### config.mk
export PLATFORM = sky130hd
export DESIGN_NAME = emgmav_ctrl
export DESIGN_NICKNAME = d
export VERILOG_FILES = /design/src/rtl/core/emgmav_pkg.sv /design/src/rtl/core/emgmav_ctrl.sv
export SDC_FILE = /design/constraint.sdc
export NUM_CORES = 1
export LEC_CHECK = 0
export BUFFER_PORTS_ARGS = -buffer_cell sky130_fd_sc_hd__buf_4
export CORE_AREA = 3 3 40 42
export CTS_BUF_LIST = sky130_fd_sc_hd__clkbuf_16
export CTS_CLUSTER_DIAMETER = 100
export CTS_CLUSTER_SIZE = 25
export DETAILED_ROUTE_END_ITERATION = 16
export DIE_AREA = 0 0 43 45
export PLACE_DENSITY_LB_ADDON = 0.1
export SETUP_SLACK_MARGIN = 0.5
export SLEW_MARGIN = 20
export SYNTH_ARGS = -nofsm -noshare
export SYNTH_HDL_FRONTEND = slang
export SYNTH_SLANG_ARGS = --single-unit
### constraint.sdc
create_clock -name clk -period 1.34 [get_ports clk]
set_input_delay 0.268 -clock clk [delete_from_list [all_inputs] [get_ports clk]]
set_output_delay 0.268 -clock clk [all_outputs]
set_load 0.05 [all_outputs]
### src/rtl/core/emgmav_pkg.sv
// ----------------------------------------------------------------------------
// emgmav_pkg
// Shared constants and the command/status bundles between the window
// mean/MAV controller and its datapath.
// ----------------------------------------------------------------------------
package emgmav_pkg;

  // Width of the sample port and of the Q.8 result fields.
  localparam int unsigned SAMPLE_W  = 10;
  localparam int unsigned OUT_W     = 18;
  localparam int unsigned FRAC_BITS = 8;
  localparam logic [OUT_W-1:0] OUT_MAX = {OUT_W{1'b1}};

  // Controller to datapath.
  typedef struct packed {
    logic accept;      // input beat taken: capture kind and sample
    logic clr_step;    // write zero at the sweep index and advance it
    logic samp_upd;    // replace oldest entry, update sum and counters
    logic walk;        // read the entry at the sweep index and advance it
    logic mav_start;   // clear accumulator and sweep index
    logic div_mean;    // start divider on the scaled window sum
    logic div_mav;     // start divider on the deviation accumulator
    logic mean_latch;  // take the divider quotient as the new mean
    logic out_load;    // load the result registers
  } cmd_t;

  // Datapath to controller.
  typedef struct packed {
    logic idx_last;    // sweep index at the last entry
    logic blk_last;    // this sample closes a block
    logic div_busy;    // divider quotient still pending
  } status_t;

endpackage

### src/rtl/core/emgmav_ctrl.sv
// ----------------------------------------------------------------------------
// emgmav_ctrl
// Sequencer: post-reset ring clear, sample update, MAV sweep, divide and
// result handoff.
// ----------------------------------------------------------------------------
module emgmav_ctrl (
  input  logic                clk,
  input  logic                rst,
  input  logic                in_valid,
  output logic                in_ready,
  input  logic                kind,
  output logic                out_valid,
  input  logic                out_ready,
  output emgmav_pkg::cmd_t    cmd,
  input  emgmav_pkg::status_t status
);

  typedef enum logic [3:0] {
    CLEAR,
    IDLE,
    SAMP_UPD,
    MEAN_DIV,
    MAV_WALK,
    MAV_DRAIN_A,
    MAV_DRAIN_B,
    MAV_DIV_START,
    MAV_DIV,
    RESULT
  } state_t;

  state_t state;
  logic   accept;
  logic   slot_free;

  assign in_ready  = state == IDLE;
  assign accept    = in_valid & in_ready;
  assign slot_free = ~out_valid | out_ready;

  always_comb begin
    cmd            = '0;
    cmd.accept     = accept;
    cmd.mav_start  = accept & kind;
    cmd.clr_step   = state == CLEAR;
    cmd.samp_upd   = state == SAMP_UPD;
    cmd.div_mean   = (state == SAMP_UPD) & status.blk_last;
    cmd.walk       = state == MAV_WALK;
    cmd.div_mav    = state == MAV_DIV_START;
    cmd.mean_latch = (state == MEAN_DIV) & ~status.div_busy;
    cmd.out_load   = (state == RESULT) & slot_free;
  end

  always_ff @(posedge clk) begin
    if (rst) begin
      state     <= CLEAR;
      out_valid <= 1'b0;
    end else begin
      if (cmd.out_load) begin
        out_valid <= 1'b1;
      end else if (out_ready) begin
        out_valid <= 1'b0;
      end
      unique case (state)
        CLEAR: begin
          if (status.idx_last) state <= IDLE;
        end
        IDLE: begin
          if (accept) state <= kind ? MAV_WALK : SAMP_UPD;
        end
        SAMP_UPD: begin
          state <= status.blk_last ? MEAN_DIV : RESULT;
        end
        MEAN_DIV: begin
          if (!status.div_busy) state <= RESULT;
        end
        MAV_WALK: begin
          if (status.idx_last) state <= MAV_DRAIN_A;
        end
        MAV_DRAIN_A: begin
          state <= MAV_DRAIN_B;
        end
        MAV_DRAIN_B: begin
          state <= MAV_DIV_START;
        end
        MAV_DIV_START: begin
          state <= MAV_DIV;
        end
        MAV_DIV: begin
          if (!status.div_busy) state <= RESULT;
        end
        RESULT: begin
          if (slot_free) state <= IDLE;
        end
        default: begin
          state <= IDLE;
        end
      endcase
    end
  end

endmodule

# Word level (Yosys, flattened, before mapping)
# Index checks and enable logic that the tools add are counted.
[word_totals] regBits=5 input_bits=8 output_inout_bits=11 word_cells=38
[op_classes] n_eq_ne=14 n_mux=10 bitwise_logic=8 reduce_logical=4
[ops] op="4-bit one-hot mux with 9 select lines" count=1
[ops] op="4-bit 2-to-1 mux" count=6
[ops] op="4-bit by 3-bit == test with 1-bit output (second input constant)" count=4
[ops] op="4-bit by 2-bit == test with 1-bit output (second input constant)" count=2
[ops] op="4-bit == test (second input constant)" count=2
[ops] op="2-bit by 1-bit != test with 1-bit output (second input constant)" count=3
[ops] op="1-bit bitwise AND" count=5
[ops] op="5-bit AND reduction" count=1
[ops] op="4-bit by 1-bit == test with 1-bit output (second input constant)" count=1
[ops] op="4-bit zero test" count=1
[ops] op="2-bit != test (second input constant)" count=2
[ops] op="3-bit 2-to-1 mux" count=1
[ops] op="1-bit 2-to-1 mux" count=2
[ops] op="1-bit NOT" count=2
[ops] op="2-bit nonzero test" count=1
[ops] op="2-bit OR reduction" count=1
[ops] op="1-bit OR" count=1

# Logic depth before layout (Yosys ltp)
[depth] depth_word=4 ltp_mapped=6 mapped_depth_nobuf=4

# Worst setup path after synthesis
# OpenSTA, ideal clock, no wires.
[synth_path] path_kind="register to output" start="register state[1]" end="output cmd[3] (netlist name)" arrival_ps=2393 required_ps=1072 path_slack_ps=-1321 stages_incl_launch_ff=5 n_path_buf=1 cell_sequence="dfxtp_1 > buf_6 > or2b_2 > nor3_1 > and2_1"
[synth_lines] element="start: declaration" line_no="emgmav_ctrl.sv:31" source="state_t state;"
[synth_lines] element="start signal: assignment" line_no="emgmav_ctrl.sv:67" source="if (accept) state <= kind ? MAV_WALK : SAMP_UPD;"
[synth_lines] element="start signal: assignment" line_no="emgmav_ctrl.sv:70" source="state <= status.blk_last ? MEAN_DIV : RESULT;"
[synth_lines] element="end: declaration" line_no="emgmav_ctrl.sv:14" source="output emgmav_pkg::cmd_t cmd,"

==> impl_metrics.tcl <==
set metrics [dict create \
    status "complete, but fails checks" \
    violations "setup timing" \
    worstPathRequired_ns 1.07 \
    fmaxAchievable_mhz 623 \
    root_buffer "clkbuf_16" \
    place_congestion 0.861 \
    final_layout_size_suffix_gt1_share_pct 77.4 \
    yosysTopAreaCell "dfxtp_1" \
    port_buffers 18 \
    route.detailed.drc 0 \
    p_comb_share_pct 70.8 \
    diodes 0 \
    cts_hold_buf 0 \
    cts.path.max_buffers 2 \
    post-synth-top-count-cell "dfxtp_1" \
    leakagePower_nw 0.450 \
    period_needed_ns 1.61 \
    ant_nets 0 \
    pwr-share-seq_pct 10.9 \
    die_x_um 43 \
    first_iter_violations 8 \
    timing.final.crit_share_pct 120 \
    ys_types 31 \
    clock_latency_ns 0.23 \
    path_class "register to output pin" \
    grt_antenna_before_repair 0 \
    ys.flop_type "dfxtp_1" \
    crit_top_cell "buf_6" \
    crit_path_end_kind "output pin" \
    syn_area_sq_um 482 \
    crit_fanout 5 \
    io_pins 19 \
    syn_inst 55 \
    grt_pass1_wl_mm 2.50 \
    slew_viol_final 0 \
    tightest_slew_ns 0.307 \
    synth_edf_count 0 \
    grt_usage_pct 17.3 \
    sw_frac_of_total_pct 41.5 \
    p_sw_w 0.00109 \
    synth_top_area_share_pct 20.8 \
    cts_sinks 5 \
    hold_violations 0 \
    finalClockSkew_ns 0.000298 \
    yosysWarnings 0 \
    synth_fp_nets 63 \
    cap_violations 0 \
    setup_viol 14 \
    hold_class "primary input to register" \
    die_y_um 45 \
    p_per_area_mw_per_mm2 2540 \
    dp_hpwl_mm 1.01 \
    vias_per_cell 5.40 \
    cts.htree.levels 1 \
    synthTopCellsByCount "dfxtp_1 (5), nor2_1 (4), nor3_1 (4), o211ai_1 (4)" \
    num_rows 13 \
    final.setup.worst_slack_ns -0.266 \
    area_growth_pct 116 \
    initial_utilization_pct 37.5 \
    firstDrtPassIters 4 \
    clkPwrFrac_pct 18.3 \
    grt.overflow.total 0 \
    seq_area_frac_synth_pct 20.8 \
    cts_made_buffers 3 \
    dr_total_vias 583 \
    ys_seq_elements 5 \
    cts_tree "done" \
    wl_per_cell_um 14.3 \
    hold_ws_ns 0.241 \
    critPathMaxStageDelay_ns 0.35 \
    syn_avg_cell_area_sq_um 8.76 \
    synth_area_leaders "dfxtp_1 (21%), o211ai_1 (6.2%), o32ai_4 (5.7%)" \
    rsz0062_at_grt "true" \
    nets 102 \
    clk_pin_slew_worst_paths_ns 0.03 \
    dieArea_sq_mm 0.00194 \
    crit_slowest_cell "dfxtp_4" \
    core_area_sq_mm 0.00128 \
    p_int_w 0.00155 \
    cp.arrival_ns 1.34 \
    wirelength_mm 1.54 \
    startpoint_type "register" \
    slew_headroom_pct 79.5 \
    grt_max_degree 9 \
    pre_cts_ws_ns -0.149 \
    first_global_vias 593 \
    path_cells "or2_4 > buf_6 > nor3b_4 > buf_6" \
    async_flop_share_pct 0 \
    vdd_ir_drop_max_mv 1.64 \
]
## metrics by stage
stage | TNS [ns] | total power (W) | area [sq um] | instances | util (%)
after global routing | -3.35 | 0.00278 | 1040 | 108 | 81.0
after floorplan | -2.35 | 0.00135 | 567 | 55 | -
after detailed placement | -0.647 | 0.00172 | 771 | 97 | 60.0
final | -2.73 | 0.00264 | 1040 | 108 | 81.0
after CTS | -2.56 | 0.00247 | 962 | 103 | 74.9
after global placement | -0.621 | 0.00171 | 771 | 97 | 60.0
## sequential cells by signal, summed over array words and instances, names as in the netlist
register	cells
out_valid	1
state	4
## timing repair
action	CTS	global route
endpoints found under the hold margin	0	0
resized for setup	25	11
pin swaps	6	6
setup buffers	2	5
endpoints found under the setup margin	16	16
## worst paths after layout
check,startpoint,endpoint,slack (ns),depth (start not counted)
max,state[1],cmd[5],-0.27,4
min,rst,out_valid,0.24,2
min reg2reg,out_valid,out_valid,0.65,2
max reg2reg,state[0],state[3],-0.20,5
## layout by cell type (no fill, tap or decap)
cell type / count
buf_4: 22
buf_6: 10
buf_8: 7
inv_1: 4
o211ai_1: 4
or2b_4: 3
nor3_4: 3
clkbuf_16: 3
dfxtp_4: 3
nand2_1: 2
nor2_4: 2
or2_4: 2
and2_4: 2
a21oi_2: 2
nor2_1: 2
a21oi_1: 2
a211o_2: 2
nand4bb_4: 1
nor2b_4: 1
nor3b_4: 1
and3_4: 1
o32ai_4: 1
nand3b_1: 1
or3b_1: 1
or2b_2: 1
o41ai_2: 1
nor3_2: 1
o41ai_1: 1
o21ba_2: 1
nor4b_1: 1
o21bai_1: 1
o311a_1: 1
o21ai_2: 1
dfxtp_2: 1
dfxtp_1: 1
## kinds of logic after synthesis
group | synth area share, %
compound gates | 33.0
simple gates | 33.3
buf+inv | 13.0
flops | 20.8
## final cells by class
class | count | area [sq um]
sequential | 5 | 113
fill | 81 | 244
inverter | 3 | 11.3
tap | 15 | 18.8
clock buffer | 3 | 75.1
multi-input combinational | 42 | 437
timing repair buffer | 39 | 383
clock inverter | 1 | 3.75
## worst max-delay path: cells and delay by family (launching register included)
| kind | cells | cell delay (ns) |
|---|---|---|
| and+or+nand+nor | 2 | 0.45 |
| DFF | 1 | 0.35 |
| buffers and inverters | 2 | 0.31 |
## power by group through the flow
stage | Clock, W | Combinational (W) | Sequential [W]
2_1_floorplan | 0 | 0.00107 | 0.000275
3_3_place_gp | 0 | 0.00145 | 0.000256
3_5_place_dp | 0 | 0.00146 | 0.000257
4_1_cts | 0.000489 | 0.00172 | 0.000264
5_1_grt | 0.000496 | 0.00199 | 0.000294
6_report | 0.000483 | 0.00187 | 0.000287
## layer usage
| metal | vias up | wire length, um | global-route usage [%] |
|---|---|---|---|
| met2 | 19 | 807 | 30.5 |
| met4 | 0 | 42 | 10.8 |
| li1 | 282 | - | - |
| met5 | - | 0 | 0 |
| met1 | 275 | 618 | 19.3 |
| met3 | 7 | 72 | 2.79 |
No activity file was read; power rests on OpenSTA's default activity.
